[src/design/cubic_hermite_knot_interpolator_unit_defines.svh]
// assertion macros for the rtl files; only chki_ctrl includes them
`ifndef CUBIC_HERMITE_KNOT_INTERPOLATOR_UNIT_DEFINES_SVH
`define CUBIC_HERMITE_KNOT_INTERPOLATOR_UNIT_DEFINES_SVH

// same-cycle implication
`define CHKI_ASSERT_IMP(lbl, ante, cons, msg) \
  lbl: assert property (@(posedge clk) disable iff (!rst_n) (ante) |-> (cons)) \
    else $error(msg);

// next-cycle implication
`define CHKI_ASSERT_NXT(lbl, ante, cons, msg) \
  lbl: assert property (@(posedge clk) disable iff (!rst_n) (ante) |=> (cons)) \
    else $error(msg);

`endif

[src/design/chki_pkg.sv]
package chki_pkg;

  // action codes carried on in_tuser
  localparam logic ACT_WRITE = 1'b0;
  localparam logic ACT_QUERY = 1'b1;

  // result status codes
  localparam logic [1:0] RS_INTERP = 2'd0;
  localparam logic [1:0] RS_BELOW  = 2'd1;
  localparam logic [1:0] RS_ABOVE  = 2'd2;
  localparam logic [1:0] RS_ZERO   = 2'd3;

  // divider working width: 34-bit magnitude shifted by up to 31 places
  localparam int DIVW = 65;

  // datapath command codes
  localparam logic [4:0] OP_NONE     = 5'd0;
  localparam logic [4:0] OP_WRITE    = 5'd1;
  localparam logic [4:0] OP_LOAD     = 5'd2;
  localparam logic [4:0] OP_RD_LAST  = 5'd3;
  localparam logic [4:0] OP_CAP_LAST = 5'd4;
  localparam logic [4:0] OP_CHECK    = 5'd5;
  localparam logic [4:0] OP_SCAN_RD  = 5'd6;
  localparam logic [4:0] OP_SCAN_CMP = 5'd7;
  localparam logic [4:0] OP_SETUP    = 5'd8;
  localparam logic [4:0] OP_FETCH    = 5'd9;
  localparam logic [4:0] OP_DIFF     = 5'd10;
  localparam logic [4:0] OP_ZCHK     = 5'd11;
  localparam logic [4:0] OP_DIV_LD   = 5'd12;
  localparam logic [4:0] OP_DIV_STEP = 5'd13;
  localparam logic [4:0] OP_DIV_END  = 5'd14;
  localparam logic [4:0] OP_MUL_A    = 5'd15;
  localparam logic [4:0] OP_MUL_B    = 5'd16;
  localparam logic [4:0] OP_BASIS    = 5'd17;
  localparam logic [4:0] OP_FINAL    = 5'd18;
  localparam logic [4:0] OP_EMIT     = 5'd19;

  typedef struct packed {
    logic [4:0] op;
    logic [2:0] sel;
  } cmd_t;

  typedef struct packed {
    logic below;
    logic above;
    logic match;
    logic scan_end;
    logic eq_last;
    logic zero_den;
    logic out_free;
  } sts_t;

  function automatic logic signed [31:0] sat32(input logic signed [39:0] v);
    logic signed [31:0] r;
    if (v > 40'sd2147483647) r = 32'sh7fffffff;
    else if (v < -40'sd2147483648) r = 32'sh80000000;
    else r = v[31:0];
    return r;
  endfunction

endpackage

[src/design/chki_ctrl.sv]
`include "cubic_hermite_knot_interpolator_unit_defines.svh"
module chki_ctrl import chki_pkg::*; (
  input  logic clk,
  input  logic rst_n,
  input  logic in_tvalid,
  input  logic in_tuser,
  output logic in_tready,
  input  sts_t sts,
  output cmd_t cmd
);

  localparam logic [4:0] S_IDLE     = 5'd0;
  localparam logic [4:0] S_RD_LAST  = 5'd1;
  localparam logic [4:0] S_CAP_LAST = 5'd2;
  localparam logic [4:0] S_CHECK    = 5'd3;
  localparam logic [4:0] S_SCAN_RD  = 5'd4;
  localparam logic [4:0] S_SCAN_CMP = 5'd5;
  localparam logic [4:0] S_SETUP    = 5'd6;
  localparam logic [4:0] S_FETCH    = 5'd7;
  localparam logic [4:0] S_DIFF     = 5'd8;
  localparam logic [4:0] S_ZCHK     = 5'd9;
  localparam logic [4:0] S_DIV_LD   = 5'd10;
  localparam logic [4:0] S_DIV_STEP = 5'd11;
  localparam logic [4:0] S_DIV_END  = 5'd12;
  localparam logic [4:0] S_MUL_A    = 5'd13;
  localparam logic [4:0] S_MUL_B    = 5'd14;
  localparam logic [4:0] S_BASIS    = 5'd15;
  localparam logic [4:0] S_FINAL    = 5'd16;
  localparam logic [4:0] S_EMIT     = 5'd17;

  logic [4:0] state_r, state_nxt;
  logic [2:0] sel_r, sel_nxt;
  logic [4:0] cnt_r, cnt_nxt;

  assign in_tready = (state_r == S_IDLE);

  always_comb begin
    state_nxt = state_r;
    sel_nxt   = sel_r;
    cnt_nxt   = cnt_r;
    cmd.op    = OP_NONE;
    cmd.sel   = sel_r;
    unique case (state_r)
      S_IDLE: begin
        if (in_tvalid) begin
          if (in_tuser == ACT_QUERY) begin
            cmd.op    = OP_LOAD;
            state_nxt = S_RD_LAST;
          end else begin
            cmd.op = OP_WRITE;
          end
        end
      end
      S_RD_LAST: begin
        cmd.op    = OP_RD_LAST;
        state_nxt = S_CAP_LAST;
      end
      S_CAP_LAST: begin
        cmd.op    = OP_CAP_LAST;
        state_nxt = S_CHECK;
      end
      S_CHECK: begin
        cmd.op    = OP_CHECK;
        state_nxt = (sts.below || sts.above) ? S_EMIT : S_SCAN_RD;
      end
      S_SCAN_RD: begin
        cmd.op    = OP_SCAN_RD;
        state_nxt = S_SCAN_CMP;
      end
      S_SCAN_CMP: begin
        cmd.op = OP_SCAN_CMP;
        priority if (sts.match) state_nxt = S_SETUP;
        else if (sts.scan_end) state_nxt = sts.eq_last ? S_EMIT : S_SETUP;
        else state_nxt = S_SCAN_RD;
      end
      S_SETUP: begin
        cmd.op    = OP_SETUP;
        sel_nxt   = 3'd0;
        state_nxt = S_FETCH;
      end
      S_FETCH: begin
        cmd.op = OP_FETCH;
        if (sel_r == 3'd4) state_nxt = S_DIFF;
        else sel_nxt = sel_r + 3'd1;
      end
      S_DIFF: begin
        cmd.op    = OP_DIFF;
        state_nxt = S_ZCHK;
      end
      S_ZCHK: begin
        cmd.op  = OP_ZCHK;
        sel_nxt = 3'd0;
        state_nxt = sts.zero_den ? S_EMIT : S_DIV_LD;
      end
      S_DIV_LD: begin
        cmd.op    = OP_DIV_LD;
        cnt_nxt   = 5'd0;
        state_nxt = S_DIV_STEP;
      end
      S_DIV_STEP: begin
        cmd.op  = OP_DIV_STEP;
        cnt_nxt = cnt_r + 5'd1;
        if (cnt_r == 5'd31) state_nxt = S_DIV_END;
      end
      S_DIV_END: begin
        cmd.op = OP_DIV_END;
        if (sel_r == 3'd2) begin
          sel_nxt   = 3'd0;
          state_nxt = S_MUL_A;
        end else begin
          sel_nxt   = sel_r + 3'd1;
          state_nxt = S_DIV_LD;
        end
      end
      S_MUL_A: begin
        cmd.op    = OP_MUL_A;
        state_nxt = S_MUL_B;
      end
      S_MUL_B: begin
        cmd.op  = OP_MUL_B;
        sel_nxt = sel_r + 3'd1;
        priority if (sel_r == 3'd3) state_nxt = S_BASIS;
        else if (sel_r == 3'd7) state_nxt = S_FINAL;
        else state_nxt = S_MUL_A;
      end
      S_BASIS: begin
        cmd.op    = OP_BASIS;
        state_nxt = S_MUL_A;
      end
      S_FINAL: begin
        cmd.op    = OP_FINAL;
        state_nxt = S_EMIT;
      end
      S_EMIT: begin
        if (sts.out_free) begin
          cmd.op    = OP_EMIT;
          state_nxt = S_IDLE;
        end
      end
      default: state_nxt = S_IDLE;
    endcase
  end

  always_ff @(posedge clk) begin
    if (!rst_n) begin
      state_r <= S_IDLE;
      sel_r   <= 3'd0;
      cnt_r   <= 5'd0;
    end else begin
      state_r <= state_nxt;
      sel_r   <= sel_nxt;
      cnt_r   <= cnt_nxt;
    end
  end

  `CHKI_ASSERT_NXT(a_idle_hold, state_r == S_IDLE && !in_tvalid, state_r == S_IDLE, "idle left without a word")
  `CHKI_ASSERT_NXT(a_emit_done, state_r == S_EMIT && sts.out_free, state_r == S_IDLE, "emit did not return to idle")
  `CHKI_ASSERT_IMP(a_fetch_sel, state_r == S_FETCH, sel_r <= 3'd4, "fetch slot out of range")
  `CHKI_ASSERT_IMP(a_div_sel, state_r == S_DIV_LD || state_r == S_DIV_END, sel_r <= 3'd2, "divide select out of range")

endmodule

[config.mk]
export PLATFORM = sky130hd
export DESIGN_NAME = chki_ctrl
export DESIGN_NICKNAME = d
export VERILOG_FILES = /design/src/design/chki_pkg.sv /design/src/design/chki_ctrl.sv
export VERILOG_INCLUDE_DIRS = /design/src /design/src/design
export SDC_FILE = /design/constraint.sdc
export NUM_CORES = 1
export LEC_CHECK = 0
export BUFFER_PORTS_ARGS = -buffer_cell sky130_fd_sc_hd__buf_2
export CAP_MARGIN = 25
export CELL_PAD_IN_SITES_DETAIL_PLACEMENT = 2
export CELL_PAD_IN_SITES_GLOBAL_PLACEMENT = 2
export CORE_MARGIN = 8
export CORE_UTILIZATION = 29
export DETAILED_ROUTE_END_ITERATION = 10
export GPL_TIMING_DRIVEN = 0
export PLACE_DENSITY = 0.85
export SLEW_MARGIN = 0
export SYNTH_ARGS = -nofsm -noshare
export SYNTH_HDL_FRONTEND = slang
export SYNTH_SLANG_ARGS = --single-unit
[constraint.sdc]
create_clock -name clk -period 1.6 [get_ports clk]
set_input_delay 0.16 -clock clk [delete_from_list [all_inputs] [get_ports clk]]
set_output_delay 0.16 -clock clk [all_outputs]
set_load 0.05 [all_outputs]
=== Word level (Yosys, flattened, before mapping) ===
Index checks and enable logic that the tools add are counted.

* Add/subtract/negate cells: 2
* Equal/unequal tests: 28
* Muxes and demuxes: 22
* Reduce and logical (&&, ||, !) cells: 7

{| class="wikitable"
|+ Operators with widths
! operator !! number
|-
| 5-bit one-hot mux with 18 select lines || 2
|-
| 5-bit 2-to-1 mux || 13
|-
| 5-bit by 4-bit == test with 1-bit output (second input constant) || 8
|-
| 5-bit by 3-bit == test with 1-bit output (second input constant) || 4
|-
| 5-bit == test (second input constant) || 3
|-
| 2-bit != test (second input constant) || 6
|-
| 3-bit one-hot mux with 4 select lines || 1
|-
| 5-bit by 2-bit == test with 1-bit output (second input constant) || 2
|-
| 5-bit one-hot mux with 2 select lines || 1
|-
| 3-bit 2-to-1 mux || 3
|-
| 3-bit by 2-bit == test with 1-bit output (second input constant) || 2
|-
| 3-bit == test (second input constant) || 2
|-
| 5-bit by 1-bit adder with 5-bit output (second input constant) || 1
|-
| 5-bit by 1-bit == test with 1-bit output (second input constant) || 1
|-
| 5-bit logical NOT || 1
|-
| 5-bit AND reduction || 1
|-
| 2-bit 2-to-1 mux || 2
|-
| 4-bit nonzero test || 1
|-
| 3-bit by 1-bit adder with 3-bit output (second input constant) || 1
|-
| 2-bit AND reduction || 1
|-
| 2-bit nonzero test || 1
|-
| 2-bit OR reduction || 1
|-
| 1-bit logical OR || 1
|}

* Flip-flop bits (word level): 13
* Input bits: 11

=== Longest topological paths before layout ===
* Depth after elaboration: 4
* Mapped depth: 7
* Gate-level depth less buffers: 7

=== Worst setup path before layout ===
OpenSTA, ideal clock, no wires.

* Kind: reg2out
* Start: register state_r[2]
* End: output port cmd[3] in the netlist's numbering
* Arrival time: 2.438 ns
* Required time: 1.440 ns
* Slack: -0.998 ns
* Cell stages (with the launch flop): 4
* Path buffers: 1
* Path through: dfxtp_1 buf_6 or3_4 o41ai_1

{| class="wikitable"
|+ RTL lines
! element !! RTL line !! text
|-
| start, declared || chki_ctrl.sv:31 || <nowiki>logic [4:0] state_r, state_nxt;</nowiki>
|-
| start signal, assigned || chki_ctrl.sv:150 || <nowiki>state_r <= state_nxt;</nowiki>
|-
| end, declared || chki_ctrl.sv:9 || <nowiki>output cmd_t cmd</nowiki>
|}

==> summary.md <==
| Metric | Value |
|---|---|
| H-Tree Depth | `1` |
| Clock Skew | `0.0007599 ns` |
| Arr. time, crit path | `1.60 ns` |
| WHS Path Cells | `2` |
| Port bufs | `19` |
| Post-synth EDFFs | `0` |
| Tmin final | `1.765 ns` |
| Core area | `4234 um2` |
| Netlist Area Pre-Place | `1247 um2` |
| Die W | `81.59 um` |
| Total chip power | `0.001622 W` |
| Synth Net Count | `177` |
| Clock Latency Late Sink | `0.25 ns` |
| Main flop type after synthesis | `dfxtp_1` |
| CTS sink cnt | `13` |
| Seq. cell area | `282.8 um2` |
| Pleak | `0.7817 nW` |
| Die height | `81.59 um` |
| Dpl hpwl | `3.565 mm` |
| RSZ-0062 raised after global routing | `true` |
| PwrDens | `848.8 nW/um2` |
| Initial DRT Pass Iterations | `4` |
| Clock Tree Root | `clkbuf_8` |
| # hold bufs at CTS | `0` |
| Final instance area | `1911 um2` |
| GPL Wtd Cong | `0.8732` |
| Worst hold-check path type | `in -> reg` |
| Pin count of the biggest net entering global routing | `11` |
| Setup ws final | `-0.1649 ns` |
| Final Setup Violations | `13` |
| Worst slack, placed | `-0.3054 ns` |
| Synth Register Bits | `13` |
| Vias/cell | `5.708` |
| Async SR Flop Fraction | `0%` |
| Cell count after synthesis | `158` |
| Syn Area/Cell | `7.895 um2` |
| Status | `complete, but fails checks` |
| Share of layout cells above drive strength 1 | `49.75%` |
| Total of max-cap violations | `0` |
| Min Hold Slack | `0.2011 ns` |
| All-layer global routing usage | `16.72%` |
| Slew headroom | `70.38%` |
| # rows | `24` |
| Register area share after synthesis | `20.86%` |
| Final Cycle Share | `110.3%` |
| Vias in the first global route | `1,614` |
| Die area | `6656 um2` |
| Initial Utilization | `29.46%` |
| VDD IR max | `270.8 uV` |
| Failing checks | `negative setup slack` |
| Fin. max-slew vios | `0` |
| CP Launch Type | `flop` |
| DR WL/cell | `22.91 um` |
| Num ports | `20` |
| Crit end category | `output pin` |
| Layout net count | `221` |
| Critical path class | `reg -> out` |
| Initial antenna violation count | `0` |
| First-pass GRT wire length | `8.638 mm` |
| Synthesis warning total | `0` |
| Endpoints failing hold | `0` |
| Dpl cell area | `1464 um2` |
| Number of DRC markers in iteration 0 | `75` |
| ANT cells | `0` |
| Worst-path fanout max | `5` |
| Worst Reg-to-Reg Cells | `5` |
| Synth cell types | `53` |
| Peak Freq | `566.6 MHz` |
| CP required | `1.44 ns` |
| Routed via count | `1,444` |
| Clock Path Buffers | `2` |
| GRT Residual Overflow | `0` |
| Area grow syn2layout | `53.16%` |
| Worst-path clk slew | `0.06 ns` |
| Cts bufs inserted | `3` |
| Fill cells | `455` |
| CTS tree | `built` |
| DRC viols | `0` |
| Final WL | `5.796 mm` |
| Worst slew pin tran | `0.4443 ns` |
| Multi-input logic area | `1055 um2` |
| ANT nets after route | `0` |
layer usage:
layer | vias to the layer above | share of wire [%] | track usage [%]
met5 | - | 0 | 0
met3 | 8 | 3.9 | 1.532
met2 | 36 | 53 | 31.34
met4 | 0 | 1.3 | 4.737
li1 | 664 | - | -
met1 | 736 | 42 | 19.57
metrics by stage:
| step | TNS [ns] | instances | util (%) |
|---|---|---|---|
| floorplan | -0.3769 | 158 | - |
| global placement | -0.8452 | 229 | 34.57 |
| detailed placement | -1.567 | 229 | 34.57 |
| CTS | -0.9972 | 249 | 42.29 |
| global route | -2.017 | 253 | 45.12 |
| finish | -1.020 | 253 | 45.12 |
state kept, by name, summed over array words and instances (netlist names):
| signal | count |
|---|---|
| cnt_r | 5 |
| state_r | 5 |
| sel_r | 3 |
cell families (layout without fill, tap and decap cells):
group | after synthesis | in the layout | share of synthesized area (%)
AND/OR/NAND/NOR | 67 | 67 | 33.60
AO/OA/AOI/OAI | 43 | 43 | 24.37
buffers and inverters | 21 | 64 | 8.726
flip-flops | 13 | 13 | 20.86
adder cells (fa/ha/maj) | 8 | 8 | 8.024
XOR/XNOR | 4 | 4 | 2.809
multiplexers | 2 | 2 | 1.605
area by class of cell:
class                           instances  area share (%)
Buffer                                 11           7.204
Clock buffer                            4           2.358
Inverter                               10           2.096
Multi-Input combinational cell        124           55.21
Sequential cell                        13           14.80
Tap cell                               52           3.405
Timing Repair Buffer                   39           14.93
worst max-delay path, cell delays in order, from the launching register on:
cell	delay (ns)
dfxtp_2	0.34
buf_6	0.14
or3_4	0.44
o41ai_4	0.23
buf_6	0.20
where the power goes:
group / leakage, nW / internal (W) / switching, W
clock: 0.0228 / 0.000177 / 0.000144
combinational: 0.648 / 0.000388 / 0.000534
sequential: 0.111 / 0.000346 / 0.0000326
total: 0.782 / 0.000911 / 0.000711
final timing paths:
path	endpoint	start	slack (ns)
setup / recovery	cmd[3]	state_r[2]$_SDFFE_PN0P_	-0.16
hold / removal	state_r[0]$_SDFFE_PN0P_	rst_n	0.20
setup reg to reg	state_r[0]$_SDFFE_PN0P_	state_r[1]$_SDFFE_PN0P_	-0.12
hold reg to reg	cnt_r[3]$_SDFFE_PN0P_	cnt_r[3]$_SDFFE_PN0P_	0.52
cells in the final DEF (no fill, tap or decap), types with 3 or more instances in the layout:
cell type	count
nor2b_1	4
inv_1	8
o21ai_0	3
a21oi_1	11
ha_1	4
nor3_1	6
ha_2	3
clkbuf_8	3
nand3_1	3
dfxtp_2	6
nand2_1	8
nor2_1	8
nor3_2	3
nand2b_1	5
nor2_2	3
buf_2	15
dfxtp_1	3
buf_4	17
buf_6	13
dfxtp_4	4
a211oi_2	3
cells in the mapped netlist (2+ instances only):
master	instances	area [um2]
xor2_1	3	26.28
buf_2	6	30.03
dfxtp_1	13	260.3
nor2b_1	5	31.28
o31a_1	2	17.52
nor3_1	9	45.04
o41ai_1	2	17.52
nor2_1	12	45.04
or2_2	2	12.51
o21ai_0	4	20.02
nand2_1	9	33.78
a211oi_1	4	30.03
ha_1	8	100.1
a21o_1	2	15.01
mux2i_1	2	20.02
o211ai_1	2	15.01
nand2b_1	5	31.28
a31oi_1	3	18.77
nand3_1	3	15.01
a21oi_1	11	55.05
or4_1	2	15.01
clkbuf_1	2	7.510
or3_1	2	12.51
or3b_1	3	26.28
buf_6	3	33.78
o22ai_1	3	18.77
o311a_1	2	20.02
inv_1	9	33.78
timing repair:
item,4_1_cts,5_1_grt
gates resized for setup,47,20
setup endpoints to repair,15,17
pin swaps,13,12
gates cloned,2,0
buffers inserted,14,4
(Power assumes the default switching activity.)
